--- config.mk ---
export PLATFORM = sky130hd
export DESIGN_NAME = hart_frame_receiver_top
export DESIGN_NICKNAME = d
export VERILOG_FILES = /design/src/sv/hfr_pkg.sv /design/src/sv/hfr_in_stage.sv /design/src/sv/hfr_parser.sv /design/src/sv/hfr_out_stage.sv /design/src/sv/hart_frame_receiver_top.sv
export SDC_FILE = /design/constraint.sdc
export NUM_CORES = 1
export LEC_CHECK = 0
export ABC_AREA = 1
export BUFFER_PORTS_ARGS = -buffer_cell sky130_fd_sc_hd__buf_4
export CORE_MARGIN = 1
export CORE_UTILIZATION = 64
export CTS_CLUSTER_SIZE = 10
export DETAILED_ROUTE_END_ITERATION = 10
export PLACE_DENSITY = 0.95
export SLEW_MARGIN = 20
export SYNTH_ARGS = -nofsm -noshare
export SYNTH_HDL_FRONTEND = slang
export SYNTH_SLANG_ARGS = --single-unit
--- constraint.sdc ---
create_clock -name i_clk -period 8.1 [get_ports i_clk]
set_input_delay 1.215 -clock i_clk [delete_from_list [all_inputs] [get_ports i_clk]]
set_output_delay 1.215 -clock i_clk [all_outputs]
set_load 0.02 [all_outputs]
--- src/sv/hfr_pkg.sv ---
// Shared types and constants for the HART frame receiver.
// No dependencies; every module of the block imports this package.
`timescale 1ns / 1ps

package hfr_pkg;

    // Input item: one received byte or a control request
    typedef struct packed {
        logic [1:0]  mode;
        logic [7:0]  rx_byte;
        logic        line_error;
        logic [31:0] arrival_time;
        logic        transmit_active;
    } t_in_item;

    // Result item: one per input item
    typedef struct packed {
        logic        store_valid;
        logic [8:0]  store_index;
        logic [7:0]  store_byte;
        logic        frame_done;
        logic        receive_error;
        logic        check_error;
    } t_out_item;

    // Item modes
    localparam logic [1:0] MODE_BYTE    = 2'd0;
    localparam logic [1:0] MODE_RELEASE = 2'd1;
    localparam logic [1:0] MODE_CARRIER = 2'd2;

    // Framing constants
    localparam logic [7:0]  PREAMBLE_BYTE  = 8'hFF;
    localparam logic [31:0] GAP_LIMIT_RST  = 32'd636;

    // Delimiter frame types (bits 2..0)
    localparam logic [2:0] FT_BACK = 3'd1;
    localparam logic [2:0] FT_STX  = 3'd2;
    localparam logic [2:0] FT_ACK  = 3'd6;

    // Buffer positions where header fields end
    localparam logic [8:0] ADDR_END_LONG   = 9'd6;
    localparam logic [8:0] ADDR_END_SHORT  = 9'd2;
    localparam logic [8:0] DATA_BASE_LONG  = 9'd9;
    localparam logic [8:0] DATA_BASE_SHORT = 9'd5;

endpackage

--- src/sv/hfr_in_stage.sv ---
// Input register of the HART frame receiver: holds one item for the parser.
// Depends on hfr_pkg for the input item type.
`timescale 1ns / 1ps

module hfr_in_stage
    import hfr_pkg::*;
(
    input  logic     i_clk,
    input  logic     i_rst_n,
    input  logic     i_in_valid,
    output logic     o_in_ready,
    input  t_in_item i_in_item,
    input  logic     i_pop,
    output logic     o_valid,
    output t_in_item o_item
);

    logic     r_valid;
    t_in_item r_item;

    // Take a new item when empty or when the held one leaves this cycle
    assign o_in_ready = !r_valid || i_pop;

    always_ff @(posedge i_clk) begin
        if (!i_rst_n) begin
            r_valid <= 1'b0;
        end else if (o_in_ready) begin
            r_valid <= i_in_valid;
        end
    end

    always_ff @(posedge i_clk) begin
        if (i_in_valid && o_in_ready) begin
            r_item <= i_in_item;
        end
    end

    assign o_valid = r_valid;
    assign o_item  = r_item;

endmodule

--- src/sv/hfr_parser.sv ---
// Frame parser of the HART frame receiver: parse state, gap limit register
// and the per-item next-state logic. Depends on hfr_pkg.
`timescale 1ns / 1ps

module hfr_parser
    import hfr_pkg::*;
(
    input  logic        i_clk,
    input  logic        i_rst_n,
    input  logic        i_cfg_we,
    input  logic [31:0] i_cfg_wdata,
    input  logic        i_step,
    input  t_in_item    i_item,
    output t_out_item   o_result
);

    typedef enum logic [8:0] {
        PH_WAIT  = 9'b000000001,
        PH_PRE   = 9'b000000010,
        PH_DELIM = 9'b000000100,
        PH_LADDR = 9'b000001000,
        PH_SADDR = 9'b000010000,
        PH_EXP   = 9'b000100000,
        PH_CMD   = 9'b001000000,
        PH_COUNT = 9'b010000000,
        PH_DATA  = 9'b100000000
    } t_phase;

    t_phase      r_phase,    n_phase;
    logic [8:0]  r_pos,      n_pos;
    logic [8:0]  r_fend,     n_fend;
    logic [7:0]  r_xor,      n_xor;
    logic [7:0]  r_delim,    n_delim;
    logic [31:0] r_last,     n_last;
    logic [1:0]  r_flags,    n_flags;
    logic        r_pending,  n_pending;
    logic [31:0] r_gap_limit;

    t_phase      cur_phase;
    logic [31:0] gap;
    logic [7:0]  b;
    logic [1:0]  exp_cnt;
    logic [8:0]  addr_end;
    logic [8:0]  data_base;
    logic [8:0]  pos_inc;
    logic [7:0]  xor_inc;
    logic        type_ok;
    logic        data_path;
    logic [1:0]  flags_tmp;

    assign b         = i_item.rx_byte;
    assign exp_cnt   = r_delim[6:5];
    assign addr_end  = r_delim[7] ? ADDR_END_LONG : ADDR_END_SHORT;
    assign data_base = r_delim[7] ? DATA_BASE_LONG : DATA_BASE_SHORT;
    assign pos_inc   = r_pos + 9'd1;
    assign xor_inc   = r_xor ^ b;
    assign type_ok   = b[2:0] inside {FT_BACK, FT_STX, FT_ACK};
    assign gap       = i_item.arrival_time - r_last;

    // Next state and result for the item in the input register
    always_comb begin
        n_phase   = r_phase;
        n_pos     = r_pos;
        n_fend    = r_fend;
        n_xor     = r_xor;
        n_delim   = r_delim;
        n_last    = r_last;
        n_flags   = r_flags;
        n_pending = r_pending;
        o_result  = '0;
        cur_phase = r_phase;
        data_path = 1'b0;
        flags_tmp = r_flags;
        if (i_step) begin
            case (i_item.mode)
                MODE_RELEASE: begin
                    n_pending = 1'b0;
                end
                MODE_CARRIER: begin
                    if (!r_pending) begin
                        n_phase = PH_WAIT;
                    end
                end
                MODE_BYTE: begin
                    if (!i_item.transmit_active && !r_pending) begin
                        // Restart the hunt after a long gap
                        if (gap > r_gap_limit) begin
                            cur_phase = PH_WAIT;
                        end
                        n_phase = cur_phase;
                        n_last  = i_item.arrival_time;
                        case (cur_phase)
                            PH_WAIT: begin
                                if (b == PREAMBLE_BYTE) begin
                                    n_phase = PH_PRE;
                                end
                            end
                            PH_PRE: begin
                                n_phase = (b == PREAMBLE_BYTE) ? PH_DELIM : PH_WAIT;
                            end
                            PH_DELIM: begin
                                if (b != PREAMBLE_BYTE) begin
                                    if (!type_ok) begin
                                        n_phase = PH_WAIT;
                                    end else begin
                                        n_delim = b;
                                        n_xor   = b;
                                        o_result.store_valid = 1'b1;
                                        o_result.store_byte  = b;
                                        n_pos   = 9'd1;
                                        if (b[7]) begin
                                            n_phase = PH_LADDR;
                                            n_fend  = ADDR_END_LONG;
                                        end else begin
                                            n_phase = PH_SADDR;
                                        end
                                    end
                                end
                            end
                            default: begin
                                // Store the byte and fold it into the check
                                o_result.store_valid = 1'b1;
                                o_result.store_index = r_pos;
                                o_result.store_byte  = b;
                                n_pos = pos_inc;
                                n_xor = xor_inc;
                                case (cur_phase)
                                    PH_LADDR, PH_SADDR: begin
                                        if (cur_phase == PH_SADDR || pos_inc == r_fend) begin
                                            if (exp_cnt != 2'd0) begin
                                                n_phase = PH_EXP;
                                                n_fend  = addr_end + {7'd0, exp_cnt};
                                            end else begin
                                                n_phase = PH_CMD;
                                            end
                                        end
                                    end
                                    PH_EXP: begin
                                        if (pos_inc == r_fend) begin
                                            n_phase = PH_CMD;
                                        end
                                    end
                                    PH_COUNT: begin
                                        n_phase = PH_DATA;
                                        n_fend  = data_base + {7'd0, exp_cnt} + {1'b0, b};
                                    end
                                    PH_CMD: begin
                                        flags_tmp = 2'b00;
                                        n_phase   = PH_COUNT;
                                        data_path = 1'b1;
                                    end
                                    default: begin
                                        data_path = 1'b1;
                                    end
                                endcase
                            end
                        endcase

                        if (data_path) begin
                            flags_tmp[0] = flags_tmp[0] | i_item.line_error;
                            // Last byte of the frame: report and hold
                            if (cur_phase == PH_DATA && pos_inc == r_fend) begin
                                flags_tmp[1] = flags_tmp[1] | (xor_inc != 8'd0);
                                o_result.frame_done    = 1'b1;
                                o_result.receive_error = flags_tmp[0];
                                o_result.check_error   = flags_tmp[1];
                                n_pending = 1'b1;
                                n_phase   = PH_WAIT;
                            end
                            n_flags = flags_tmp;
                        end else if (i_item.line_error) begin
                            n_phase = PH_WAIT;
                        end
                    end
                end
                default: begin
                end
            endcase
        end
    end

    // Parse state
    always_ff @(posedge i_clk) begin
        if (!i_rst_n) begin
            r_phase   <= PH_WAIT;
            r_pos     <= '0;
            r_fend    <= '0;
            r_xor     <= '0;
            r_delim   <= '0;
            r_last    <= '0;
            r_flags   <= '0;
            r_pending <= 1'b0;
        end else begin
            r_phase   <= n_phase;
            r_pos     <= n_pos;
            r_fend    <= n_fend;
            r_xor     <= n_xor;
            r_delim   <= n_delim;
            r_last    <= n_last;
            r_flags   <= n_flags;
            r_pending <= n_pending;
        end
    end

    // Gap limit register
    always_ff @(posedge i_clk) begin
        if (!i_rst_n) begin
            r_gap_limit <= GAP_LIMIT_RST;
        end else if (i_cfg_we) begin
            r_gap_limit <= i_cfg_wdata;
        end
    end

endmodule

--- src/sv/hfr_out_stage.sv ---
// Result register of the HART frame receiver, decoupling the parser from
// the downstream handshake. Depends on hfr_pkg for the result item type.
`timescale 1ns / 1ps

module hfr_out_stage
    import hfr_pkg::*;
(
    input  logic      i_clk,
    input  logic      i_rst_n,
    input  logic      i_push,
    input  t_out_item i_item,
    output logic      o_free,
    output logic      o_out_valid,
    input  logic      i_out_ready,
    output t_out_item o_out_item
);

    logic      r_valid;
    t_out_item r_item;

    // Slot opens when empty or when the held item is taken this cycle
    assign o_free = !r_valid || i_out_ready;

    always_ff @(posedge i_clk) begin
        if (!i_rst_n) begin
            r_valid <= 1'b0;
        end else if (o_free) begin
            r_valid <= i_push;
        end
    end

    always_ff @(posedge i_clk) begin
        if (i_push) begin
            r_item <= i_item;
        end
    end

    assign o_out_valid = r_valid;
    assign o_out_item  = r_item;

endmodule

--- src/sv/hart_frame_receiver_top.sv ---
// Top level of the HART frame receiver: input register, parser, result register.
// Depends on hfr_pkg, hfr_in_stage, hfr_parser and hfr_out_stage.
`timescale 1ns / 1ps
//
// Usage
//   Input channel (i_in_valid / o_in_ready / i_in_item): one item per UART byte
//   or control request (release pending frame, carrier on). Output channel
//   (o_out_valid / i_out_ready / o_out_item): exactly one result item per
//   input item, in order, carrying the store strobe, buffer index and byte,
//   and the frame-done and error flags.
//   Configuration: i_cfg_we / i_cfg_wdata write the inter-byte gap limit in
//   ticks; write it only while no item is in flight.
//   Path: an accepted item is loaded into the input register, and its result
//   then into the result register, which offers it.
//   Throughput: one item per cycle while i_out_ready is high; the parse state
//   updates once per item in the parser, so items follow each other back to back.
//   Reset: synchronous, active low; clears both stages, the parse state
//   (hunting for preamble, no frame pending) and sets the gap limit to 636.
//   Stall: when i_out_ready is low the result register holds its item; the
//   input register still takes one more item, then o_in_ready drops until
//   the result moves on.

module hart_frame_receiver_top
    import hfr_pkg::*;
(
    input  logic        i_clk,
    input  logic        i_rst_n,
    input  logic        i_in_valid,
    output logic        o_in_ready,
    input  t_in_item    i_in_item,
    output logic        o_out_valid,
    input  logic        i_out_ready,
    output t_out_item   o_out_item,
    input  logic        i_cfg_we,
    input  logic [31:0] i_cfg_wdata
);

    logic      held_valid;
    t_in_item  held_item;
    logic      out_free;
    logic      step;
    t_out_item result;

    // Advance an item when one is held and the result slot is open
    assign step = held_valid && out_free;

    hfr_in_stage u_in_stage (
        .i_clk      (i_clk),
        .i_rst_n    (i_rst_n),
        .i_in_valid (i_in_valid),
        .o_in_ready (o_in_ready),
        .i_in_item  (i_in_item),
        .i_pop      (step),
        .o_valid    (held_valid),
        .o_item     (held_item)
    );

    hfr_parser u_parser (
        .i_clk       (i_clk),
        .i_rst_n     (i_rst_n),
        .i_cfg_we    (i_cfg_we),
        .i_cfg_wdata (i_cfg_wdata),
        .i_step      (step),
        .i_item      (held_item),
        .o_result    (result)
    );

    hfr_out_stage u_out_stage (
        .i_clk       (i_clk),
        .i_rst_n     (i_rst_n),
        .i_push      (step),
        .i_item      (result),
        .o_free      (out_free),
        .o_out_valid (o_out_valid),
        .i_out_ready (i_out_ready),
        .o_out_item  (o_out_item)
    );

endmodule
# ---- Word level (Yosys, flattened, before mapping)
# Cells that the tools add are included.
dict set report word_totals {
  output_inout_bits 23
  inputBits 81
  word_cells 150
  ff_bits 177
}
dict set report op_classes {
  n_mux 57
  bitwise 6
  reduce_logical 33
  add_sub_neg 5
  magnitude_cmp 1
  n_eq_ne 26
}
# cell n
set ops {}
lappend ops {{2-to-1 mux 9 bit} 20}
lappend ops {{case mux 9 bit (2 select lines)} 4}
lappend ops {{case mux 9 bit (4 select lines)} 1}
lappend ops {{> comparator 32 bit} 1}
lappend ops {{2-to-1 mux 8 bit} 4}
lappend ops {{case mux 8 bit (2 select lines)} 2}
lappend ops {{subtractor 32 bit} 1}
lappend ops {{case mux 9 bit (3 select lines)} 1}
lappend ops {{adder 9 x 2 -> 9 bit} 2}
lappend ops {{AND reduction 4 bit} 3}
lappend ops {{AND reduction 6 bit} 2}
lappend ops {{2-to-1 mux 1 bit} 11}
lappend ops {{2-to-1 mux 2 bit} 5}
lappend ops {{2-to-1 mux 5 bit} 2}
lappend ops {{!= test 2 x 1 -> 1 bit, second input constant} 5}
lappend ops {{AND reduction 10 bit} 1}
lappend ops {{adder 9 x 1 -> 9 bit, second input constant} 1}
lappend ops {{adder 9 x 8 -> 9 bit} 1}
lappend ops {{== test 9 x 1 -> 1 bit, second input constant} 1}
lappend ops {{== test 9 x 2 -> 1 bit, second input constant} 1}
lappend ops {{== test 9 x 3 -> 1 bit, second input constant} 1}
lappend ops {{== test 9 x 4 -> 1 bit, second input constant} 1}
lappend ops {{== test 9 x 5 -> 1 bit, second input constant} 1}
lappend ops {{== test 9 x 6 -> 1 bit, second input constant} 1}
lappend ops {{34 further kinds} 55}

# ---- Logic depth before layout (Yosys ltp)
# Gate-level depths: netlist of run 1.
dict set report depth {
  depth_word 16
  depth_mapped 41
  ltp_nobuf 39
}

# ---- Modules after synthesis
# From an unflattened synthesis of run 1, not the netlist that was laid out.
dict set report unflattened {
  cells_unflattened 1218
  hier_area_um2 9740.6
}
# mod n_inst seq_area_each_um2 area_per_inst_um2 cells_each
set by_module_without_submodules {}
lappend by_module_without_submodules {hfr_parser 1 2102.0 7683.6 1138}
lappend by_module_without_submodules {hfr_in_stage 1 1341.3 1372.6 51}
lappend by_module_without_submodules {hfr_out_stage 1 650.6 676.9 27}
lappend by_module_without_submodules {hart_frame_receiver_top 1 0.0 7.5 2}

# ---- Worst setup path before layout of run 1
# No wires, ideal clock.
dict set report synth_timing {
  path_type {reg2reg}
  startpoint {register u_in_stage.r_item, in the netlist u_in_stage.o_item[1]}
  endpoint {register u_parser.r_pos[0]}
  path_slack_ns 3.494
  path_buffers 3
  synth_period_minus_slack_ns 4.606
  setup_ns 0.151
  arrival_time_ns 4.455
  stages_incl_launch_ff 34
  path_cell_list {edfxtp_1 -> inv_1 -> ha_1 -> inv_1 -> fa_1 -> nand3_1 -> nand2_1 -> nand2_1 -> o211ai_1 -> nand3_1 -> nand2_1 -> a21boi_1 -> o21bai_1 -> nand3_1 -> o21ai_2 -> a21oi_1 -> o21ai_0 -> xor2_1 -> ha_1 -> nand2_2 -> nor3_2 -> and3_1 -> nand2_1 -> nand2_1 -> nand2_2 -> buf_6 -> o41ai_4 -> nand3_2 -> nand2_4 -> nor2_4 -> buf_6 -> buf_6 -> o21ai_1 -> a21oi_1}
}
dict set report synth_via {
  elab_chain_cells 10
  elab_cells_between_ends 15
  cone_classes {add/sub (1); order compare (1); eq/ne (5); mux (5); bitwise (1); reduce/logical (2)}
}
# item line
set synth_rtl {}
lappend synth_rtl {{start, declared} hfr_in_stage.sv:19} ;# t_in_item r_item;
lappend synth_rtl {{start signal, assigned} hfr_in_stage.sv:34} ;# r_item <= i_in_item;
lappend synth_rtl {{subtractor 32 bit *} hfr_parser.sv:58} ;# assign gap = i_item.arrival_time - r_last;
lappend synth_rtl {{> comparator 32 bit *} hfr_parser.sv:87} ;# if (gap > r_gap_limit) begin
lappend synth_rtl {{2-to-1 mux 9 bit *} hfr_parser.sv:87}
lappend synth_rtl {{2-to-1 mux 9 bit *} hfr_parser.sv:85} ;# if (!i_item.transmit_active && !r_pending) begin
lappend synth_rtl {{2-to-1 mux 9 bit *} hfr_parser.sv:75} ;# case (i_item.mode)
lappend synth_rtl {{2-to-1 mux 9 bit *} hfr_parser.sv:74} ;# if (i_step) begin
lappend synth_rtl {{== test 9 x 1 -> 1 bit or == test 9 x 2 -> 1 bit (tied branches)} hfr_parser.sv:92} ;# case (cur_phase)
lappend synth_rtl {{OR reduction 2 bit (no source line)} n/a}
lappend synth_rtl {{NOT 1 bit (no source line)} n/a}
lappend synth_rtl {{AND reduction 6 bit (no source line)} n/a}
lappend synth_rtl {{end signal, assigned} hfr_parser.sv:195} ;# r_pos <= n_pos;
lappend synth_rtl {{end, declared} hfr_parser.sv:30} ;# logic [8:0] r_pos, n_pos;
# Every way passes the cells marked *; elsewhere a longest branch is shown, timed or not. The select of a mux whose other input is x is not followed.
# A chain may end at the register's enable or synchronous reset.

# ---- Final worst setup path of run 1
dict set report layout_timing {
  startpoint {register u_in_stage.r_item, in the netlist u_in_stage.o_item[1]}
  endpoint {register u_parser.r_delim[5]}
}
dict set report layout_via {
  elab_chain_cells 8
}
# item line
set layout_rtl {}
lappend layout_rtl {{subtractor 32 bit} hfr_parser.sv:58}
lappend layout_rtl {{> comparator 32 bit} hfr_parser.sv:87}
lappend layout_rtl {{2-to-1 mux 9 bit} hfr_parser.sv:87}
lappend layout_rtl {{2-to-1 mux 9 bit} hfr_parser.sv:85}
lappend layout_rtl {{2-to-1 mux 9 bit} hfr_parser.sv:75}
lappend layout_rtl {{2-to-1 mux 9 bit} hfr_parser.sv:74}
lappend layout_rtl {{== test 9 x 3 -> 1 bit} hfr_parser.sv:92}
lappend layout_rtl {{AND reduction 6 bit (no source line)} n/a}
lappend layout_rtl {{end signal, assigned} hfr_parser.sv:198} ;# r_delim <= n_delim;
lappend layout_rtl {{end, declared} hfr_parser.sv:33} ;# logic [7:0] r_delim, n_delim;
# Every way passes these cells. The select of a mux whose other input is x is not followed.

==> results.md, run 1 <==
- The required time of the worst setup path is 8.47 ns.
- The worst-case reg-to-reg path depth is 31.
- The endpoint of the worst register-to-register path is u_parser.r_delim[5].
- The number of levels in the clock H-tree is 4.
- The proportion of netlist area held by the largest area contributor is 0.2201.
- The highest achievable clock rate is 0.1650 GHz.
- Of the total synthesized cell area, the portion taken by XOR and XNOR cells is 0.04500.
- Setup repair after global routing left no endpoint under its margin.
- Input and output buffers added on the ports amount to 103.
- Among all flip-flop cells after synthesis, the most frequent one is sky130_fd_sc_hd__dfxtp_1.
- The post-detailed-routing wire length is 24.14 mm.
- The global routing stage identified its most utilized layer as met2.
- The CTS tree is done.
- The DRC violation count after routing is 6.
- The largest family of logic cells by synthesized area is simple AND/OR/NAND/NOR gates.
- The flow ran to the end, but the final reports show violations.
- Of the available clock period, the critical path in the final layout requires 0.7483.
- The clock passes through at most 2 buffers.
- The synthesized area per cell is 8.170 um2.
- The ratio of routed vias to standard cells is 5.847.
- The hold buffer count at cts is 0.
- The global routing usage on met3 is 0.06975.
- Sorting the synthesized cells by area gives the leading types as sky130_fd_sc_hd__dfxtp_1, sky130_fd_sc_hd__edfxtp_1, sky130_fd_sc_hd__ha_1.
- In this run, synthesis produced a sequential element count of 172.
- In this run the core area contains 44 standard-cell rows.
- After clock tree synthesis, the clock-pin slew on the worst setup and hold paths is 0.07 ns.
- With fillers left out, the area of the finished cells amounts to 11170 um2.
- The transition at the pin with the smallest max-transition slack is 1.038 ns.
- STA classifies the critical path endpoint as a flop.
- The static leakage power is 4.778 nW.
- The number of primary I/O pins is 104.
- The wire-length estimate of the detail-placed layout is 17.04 mm.
- Clock tree synthesis selected as its root buffer the cell sky130_fd_sc_hd__clkbuf_16.
- Across all register-to-register paths, the minimum setup slack is 2.04 ns.
- The number of hold-slack violations in the final timing report is 0.
- The fraction of synthesized area in multiplexers is 0.
- The global-route total usage across every layer is 0.3176.
- The worst pin sits at a relative slew slack of 0.3083.
- The stage delay of the slowest cell on the critical path is 0.44 ns.
- The placeable core area is 14700 um2.
- Counting flops with an async set or reset pin after synthesis yields a share of 0.
- Across all hold checks on the routed design, the worst slack comes to 0.4624 ns.
- The tool flagged a number of max-cap violations equal to 0.
- Of all nets on the critical path, the largest fanout is 21.
- The via count of the first global-routing pass is 8273.
- The startpoint of the most critical register-to-register path is u_in_stage.o_item[1].
- The clock buffer count from CTS is 17.
- The kind of critical path is flop to flop.
- The count of unique library cells instantiated by Yosys is 53.
- The final critical delay including setup and external delays is 6.061 ns.
- The remaining global-route overflow is 0.
- The number of enable flip-flop cells after synthesis is 65.
- The total power consumption of the routed design is 2.086 mW.
- Counting instances, the worst hold path has a depth of 2.
- The post-synthesis compound-gate area fraction is 0.1693.
- After filler insertion, the fill cell instance count of the layout stands at 995.
- The number of nets handed over by synthesis was 1343.
- The number of nets in the layout is 1435.
- The starting density of the core is 0.6620.
- Of the total synthesized cell area, the portion taken by AND, OR, NAND and NOR gates is 0.1886.
- At the end of routability-driven placement, the weighted congestion stood at 0.9605.
- The total via count after detailed routing is 8653.
- In the global route stage, met2 resource usage came out at 0.5432.
- The worst-case vdd ir drop is 0.2074 mV.
- The die outline height is 125.3 um.
- The min-delay analysis places its worst path in the category flop to flop.
- The number of diodes is 0.
- The number of endpoints failing setup at the final stage is 0.
- The final routed wire length divided by cell count is 16.31 um.
- The initial antenna violation count came to 0.
- Adding up every negative setup slack in the final design gives 0 ns.
- In the synthesized netlist, the number of instances is 1191.
- For this run, the register share of the synthesized area comes to 0.4207.
- The clock latency on the worst-skew pair is 0.45 ns.
- The cell with the biggest individual delay on the critical path is sky130_fd_sc_hd__fa_1.
- The final reports fail on DRC.
- The biggest area consumer among synthesized cells is sky130_fd_sc_hd__dfxtp_1.
- The arrival time reported for the critical path endpoint is 6.44 ns.
- The share of layout cells above drive strength 1 is 0.1489.
- On the final layout, the worst clock skew is 0.01151 ns.
- For this design the ratio of total power to cell area is 186.7 nW/um2.
- Once placement finished, the instance area stood at 10590 um2.
- The synthesis-to-finish area growth is 14.80%.
- The detailed-router iteration count before antenna repair is 10.
- The path with the worst hold slack has its endpoint at u_parser.r_last[2].
- The share of synthesized cell area in full adder, half adder and majority cells is 0.09284.
- The dominant cell type by count on the critical path is sky130_fd_sc_hd__nand2_1.
- The die covers 15700 um2.
- After clock tree synthesis, the setup repair step added 0 buffers.
- Measured along the x axis, the die boundary spans 125.3 um.
- For this run, the number of Yosys warnings is 0.
- The worst setup path is launched from a flop.
- The detailed router finished its first iteration with 921 violations.
- Entering global routing, the biggest net connects 76 pins.
- The final max-slew violation count is 0.
- The cell area that synthesis handed to floorplanning was 9731 um2.
- The quantity of gates resized following cts is 0.
- The sink count of the clock tree is 172.
- The startpoint of the lowest-slack hold path is u_parser.r_last[2].
- The count of nets left with antenna violations once routing finished came out at 0.
- The global routing met1 resource utilization is 0.3913.
- The first global-routing pass estimated 39.34 mm of wire.
cell families (layout without fill, tap and decap cells):
logic type | after synthesis | count (layout)
buffers and inverters | 205 | 310
XOR/XNOR | 50 | 50
AO/OA/AOI/OAI | 299 | 299
adder cells (fa/ha/maj) | 71 | 71
AND/OR/NAND/NOR | 394 | 394
flip-flops | 172 | 172
area by class of cell:
| cell class | instances | area, um2 | area share |
|---|---|---|---|
| clock buffers | 17 | 425.4 | 0.03808 |
| repair buffers | 105 | 788.3 | 0.07056 |
| well taps | 184 | 230.2 | 0.02061 |
| flip-flops and latches | 172 | 4094 | 0.3665 |
| multi-input cells | 814 | 4825 | 0.4319 |
| clock inverters | 15 | 150.1 | 0.01344 |
| inverters | 173 | 658.1 | 0.05892 |
worst max-delay path, delay by kind of cell (launching register included):
kind | cells | cell delay, ns
compound gates | 8 | 1.37
xor+xnor | 1 | 0.18
fa+ha+maj | 3 | 0.93
buf+inv | 3 | 0.51
flops | 1 | 0.40
simple gates | 16 | 2.59
registers in the layout, indices dropped and copies added (netlist names):
register                 flops
u_in_stage.o_item           44
u_in_stage.o_valid           1
u_out_stage.o_out_item      21
u_out_stage.o_out_valid      1
u_parser.r_delim             3
u_parser.r_fend              9
u_parser.r_flags             2
u_parser.r_gap_limit        32
u_parser.r_last             32
u_parser.r_pending           1
u_parser.r_phase             9
u_parser.r_pos               9
u_parser.r_xor               8
stage by stage:
step / cells / util / setup slack [ns]
after floorplan: 1191 / - / 3.494
after global placement: 1448 / 0.7207 / 2.701
after detailed placement: 1448 / 0.7207 / 2.301
after CTS: 1480 / 0.7599 / 2.187
after global routing: 1480 / 0.7600 / 1.486
final: 1480 / 0.7600 / 2.039
cells in the mapped netlist (all sizes together), types with 9 or more instances:
cell type / instances
ha: 69
xor2: 38
nand2: 205
nand4: 13
o21ai: 112
nor2: 102
clkbuf: 23
a21oi: 143
nor3: 11
a31oi: 17
nand3: 51
buf: 9
inv: 172
xnor2: 12
edfxtp: 65
dfxtp: 107
layer usage:
layer / part of all wire / vias to the layer above / routed length [um]
li1: - / 4180 / -
met4: 0.032 / 0 / 768
met3: 0.067 / 74 / 1619
met2: 0.48 / 379 / 11660
met5: 0 / - / 0
met1: 0.42 / 4020 / 10090
report_power, final:
group          internal [mW]  switching, mW
Clock                  0.408          0.390
Combinational          0.132          0.207
Sequential             0.931         0.0170
Total                   1.47          0.615
worst max path at each step:
stage                            endpoint                 start
3_3_place_gp           u_parser.r_fend[4]  u_in_stage.o_item[1]
5_1_grt               u_parser.r_delim[6]  u_in_stage.o_item[1]
3_5_place_dp   u_out_stage.o_out_item[10]  u_in_stage.o_item[1]
6_report              u_parser.r_delim[5]  u_in_stage.o_item[1]
2_1_floorplan           u_parser.r_pos[0]  u_in_stage.o_item[1]
4_1_cts        u_out_stage.o_out_item[10]  u_in_stage.o_item[1]
cells in the final DEF, fill, tap and decap left out, types with 3 or more instances in the layout:
cell	instances
sky130_fd_sc_hd__edfxtp_1	65
sky130_fd_sc_hd__a21oi_2	4
sky130_fd_sc_hd__a211oi_1	5
sky130_fd_sc_hd__nor4_1	5
sky130_fd_sc_hd__nand3_1	44
sky130_fd_sc_hd__nand4_1	13
sky130_fd_sc_hd__inv_1	164
sky130_fd_sc_hd__inv_6	5
sky130_fd_sc_hd__a21oi_1	139
sky130_fd_sc_hd__clkinvlp_4	3
sky130_fd_sc_hd__dfxtp_1	107
sky130_fd_sc_hd__a31oi_1	17
sky130_fd_sc_hd__nand3_4	3
sky130_fd_sc_hd__o211ai_1	4
sky130_fd_sc_hd__nand3_2	4
sky130_fd_sc_hd__xor2_1	38
sky130_fd_sc_hd__nand2_2	9
sky130_fd_sc_hd__clkbuf_16	17
sky130_fd_sc_hd__nand2_1	192
sky130_fd_sc_hd__nor2_4	6
sky130_fd_sc_hd__o21ai_1	5
sky130_fd_sc_hd__nor3_2	4
sky130_fd_sc_hd__o21ai_0	103
sky130_fd_sc_hd__nor3_1	7
sky130_fd_sc_hd__nor2_2	3
sky130_fd_sc_hd__ha_1	69
sky130_fd_sc_hd__nand2_4	4
sky130_fd_sc_hd__xnor2_1	12
sky130_fd_sc_hd__buf_4	105
sky130_fd_sc_hd__inv_8	3
sky130_fd_sc_hd__o21ai_2	4
sky130_fd_sc_hd__clkinv_4	3
sky130_fd_sc_hd__inv_2	6
sky130_fd_sc_hd__and3_1	3
sky130_fd_sc_hd__nor2_1	91
Note: power is estimated with default switching activity, not from simulation.
==> run 2, diff against run 1 <==
--- a/config.mk
+++ b/config.mk
@@ -8,10 +8,10 @@
 export ABC_AREA = 1
 export BUFFER_PORTS_ARGS = -buffer_cell sky130_fd_sc_hd__buf_4
 export CORE_MARGIN = 1
-export CORE_UTILIZATION = 64
+export CORE_UTILIZATION = 60
 export CTS_CLUSTER_SIZE = 10
 export DETAILED_ROUTE_END_ITERATION = 10
-export PLACE_DENSITY = 0.95
+export PLACE_DENSITY = 0.92
 export SLEW_MARGIN = 20
 export SYNTH_ARGS = -nofsm -noshare
 export SYNTH_HDL_FRONTEND = slang
==> constraint.sdc (replaced) <==
create_clock -name i_clk -period 5.7 [get_ports i_clk]
set_input_delay 0.855 -clock i_clk [delete_from_list [all_inputs] [get_ports i_clk]]
set_output_delay 0.855 -clock i_clk [all_outputs]
set_load 0.02 [all_outputs]
==> run 2 against run 1 <==
Effect of this change: the run now ends clean; via count decreased by 2.3%; critical path depth unchanged; die area increased by 6.6%; register-to-register slack got worse by 1.6 ns; cell area increased by 1.1%; fmax increased by 15%; first-iteration DRC count decreased by 15%; critical path type unchanged; highest routed layer unchanged.
==> results.md, run 2 (synthesis gave the netlist of run 1 again) <==
- The tree is rooted in a sky130_fd_sc_hd__clkbuf_16.
- The worst-case IR drop observed on VDD is 0.2263 mV.
- CTS built an H-tree with a depth of 4.
- The first global-routing pass estimated 36.94 mm of wire.
- The die area is 16730 um2.
- The library cell used most frequently in the layout, excluding fill and tap cells, is sky130_fd_sc_hd__nand2_1.
- TritonCTS built the clock tree.
- The sink count of the clock tree is 172.
- The worst pin sits at a relative slew slack of 0.2856.
- The flow ran to the end, and the final reports show no timing, DRC or antenna violations.
- The final max-slew violation count is 0.
- The arrival time reported for the critical path endpoint is 5.56 ns.
- Entering global routing, the biggest net connects 76 pins.
- In the layout the commonest cells are sky130_fd_sc_hd__nand2_1, sky130_fd_sc_hd__inv_1, sky130_fd_sc_hd__a21oi_1.
- After floorplanning, the core was sized to cover 15890 um2.
- The type of element launching the critical path is a flop.
- The clock latency on the worst-skew pair is 0.44 ns.
- The number of endpoints failing setup at the final stage is 0.
- For the pin with the worst max-slew slack, the measured transition is 1.072 ns.
- The worst hold path begins at u_parser.r_last[30].
- The cell with the biggest individual delay on the critical path is sky130_fd_sc_hd__fa_1.
- The die width is 129.4 um.
- The worst-case reg-to-reg path depth is 31.
- The clock-pin slew reported for the worst setup and hold paths after clock tree synthesis is 0.07 ns.
- The number of hold-slack violations in the final timing report was 0.
- After legalization and detailed placement, the total HPWL measured 16.52 mm.
- The number of antenna diodes in the final layout is 0.
- The endpoint of the worst register-to-register path is u_out_stage.o_out_item[7].
- The tool flagged a number of max-cap violations equal to 0.
- The via count of the first global-routing pass is 7806.
- The count of buffers added on input and output ports is 103.
- The worst setup path is of the flop to flop kind.
- The number of clock buffers added by TritonCTS is 17.
- The setup clock skew after layout is 0.009758 ns.
- The DRC violation count after routing is 0.
- The hold path endpoint is u_parser.r_last[30].
- The total negative setup slack is 0 ns.
- Of the available clock period, the critical path in the final layout requires 0.9266.
- In the final routed layout, each cell accounts on average for 15.33 um.
- Power comes to 2.968 mW.
- The post-layout utilization of the core is 0.7112.
- Summing over every cut layer, the via total after detailed routing is 8456.
- The startpoint of the most critical register-to-register path is u_in_stage.o_item[1].
- In this run, placement finished with an instance count of 1481.
- The register with the most flip-flops in the layout has 44 of them.
- The final critical delay including setup and external delays is 5.282 ns.
- Leaving out filler cells and counting taps, the final layout contains 1518.
- The synthesis-to-finish area growth is 16.11%.
- The count of buffer and inverter cells on the critical path is 4.
- Across all hold checks on the routed design, the worst slack comes to 0.4591 ns.
- 104 I/O pins were placed.
- In this design, the critical path's most frequently occurring cell is sky130_fd_sc_hd__nand2_1.
- Setup repair after global routing left no endpoint under its margin.
- Dividing the detail-routed via count by the number of cells gives 5.570.
- The number of rows created at floorplan is 46.
- In this design, the stage delay of the slowest critical-path cell is 0.43 ns.
- Counting along the longest clock path gives a buffer depth of 2.
- The capturing element type of the critical path is a flop.
- The count of routing violations after the opening detailed-route iteration is 782.
- The number of cells on the worst hold path is 2.
- Across every metal layer, demand over resource in global routing totals 0.2831.
- The die outline height is 129.4 um.
- Global routing finished with a remaining overflow of 0.
- Setup slack on the worst reg-to-reg path comes out at 0.42 ns.
- Of all nets on the critical path, the largest fanout is 16.
- The initial utilization of the core area, before any placement, comes to 0.6126.
- The required time of the worst setup path is 5.98 ns.
- The first TritonRoute pass finished after 6 iterations.
- The remaining number of nets flagged by the antenna check after routing is 0.
- The share of layout cells above drive strength 1 is 0.1582.
- The static leakage power is 4.819 nW.
- The initial antenna violation count is 0.
- In the final design database the tool counted 1441 nets.
- Derived from the worst setup path, the maximum achievable clock frequency is 0.1893 GHz.
- In this design, the largest share of critical-path delay is due to simple AND/OR/NAND/NOR gates.
- The post-detailed-routing wire length is 23.27 mm.
- In this run the worst hold path is classified as flop to flop.
- The cell area power density is 262.7 nW/um2.
- At the end of routability-driven placement, the weighted congestion stood at 0.9715.
==> run 2: cell types whose count changed in the layout (fill, tap and decap cells not counted), sizes merged <==
| cell | delta |
|---|---|
| clkinvlp | -1 |
| clkinv | -1 |
| nor2 | +1 |
| bufinv | +1 |
| buf | +5 |
| inv | +1 |
==> run 2: cell type report <==
class | instances | area [um2]
Clock buffer | 17 | 425.4
Fill cell | 1207 | 4587
Timing Repair Buffer | 110 | 825.8
Tap cell | 216 | 270.3
Clock inverter | 15 | 152.6
Multi-Input combinational cell | 815 | 4865
Inverter | 173 | 665.6
Sequential cell | 172 | 4094
==> run 2: per-stage QoR <==
step,worst slack (ns),instance area (um2)
after floorplan,1.094,9731
after global placement,0.4848,10640
after detailed placement,0.1948,10640
after CTS,0.08036,11220
after global routing,0.01712,11300
final,0.4184,11300
==> run 2: worst max-delay path by stage <==
stage                               from                   endpoint  slack, ns  cells past startpoint
floorplan           u_in_stage.o_item[1]          u_parser.r_pos[0]       1.09                     33
CTS                 u_in_stage.o_item[1]  u_out_stage.o_out_item[7]       0.08                     31
global route        u_in_stage.o_item[1]         u_parser.r_fend[2]       0.02                     35
detailed placement  u_in_stage.o_item[1]  u_out_stage.o_out_item[3]       0.19                     31
finish              u_in_stage.o_item[1]  u_out_stage.o_out_item[7]       0.42                     31
global placement    u_in_stage.o_item[1]  u_out_stage.o_out_item[5]       0.48                     31
==> run 2: per-layer routing <==
metal / part of all wire / vias up / global-route usage
met1: 0.43 / 3871 / 0.3685
li1: - / 4184 / -
met3: 0.062 / 60 / 0.05367
met2: 0.47 / 341 / 0.4570
met4: 0.033 / 0 / 0.1294
met5: 0 / - / 0
==> run 2: worst reg2reg max path, delay by kind of cell (launching register included) <==
family                   cells  cell delay (ns)
adder cells (fa/ha/maj)      3             0.89
flip-flops                   1             0.37
AO/OA/AOI/OAI                7             1.09
XOR/XNOR                     1             0.18
AND/OR/NAND/NOR             16             2.11
buffers and inverters        4             0.48
==> run 2: timing repair <==
| item | 4_1_cts | 5_1_grt |
|---|---|---|
| setup endpoints to repair | 0 | 46 |
| hold buffers | 0 | 0 |
| setup buffers | 0 | 4 |
| resized for setup | 0 | 12 |
| endpoints found under the hold margin | 0 | 0 |
==> run 2: power breakdown <==
group	leakage, nW	switching [mW]	internal, mW
combinational	3.03	0.288	0.190
clock	0.283	0.526	0.618
sequential	1.50	0.0228	1.32
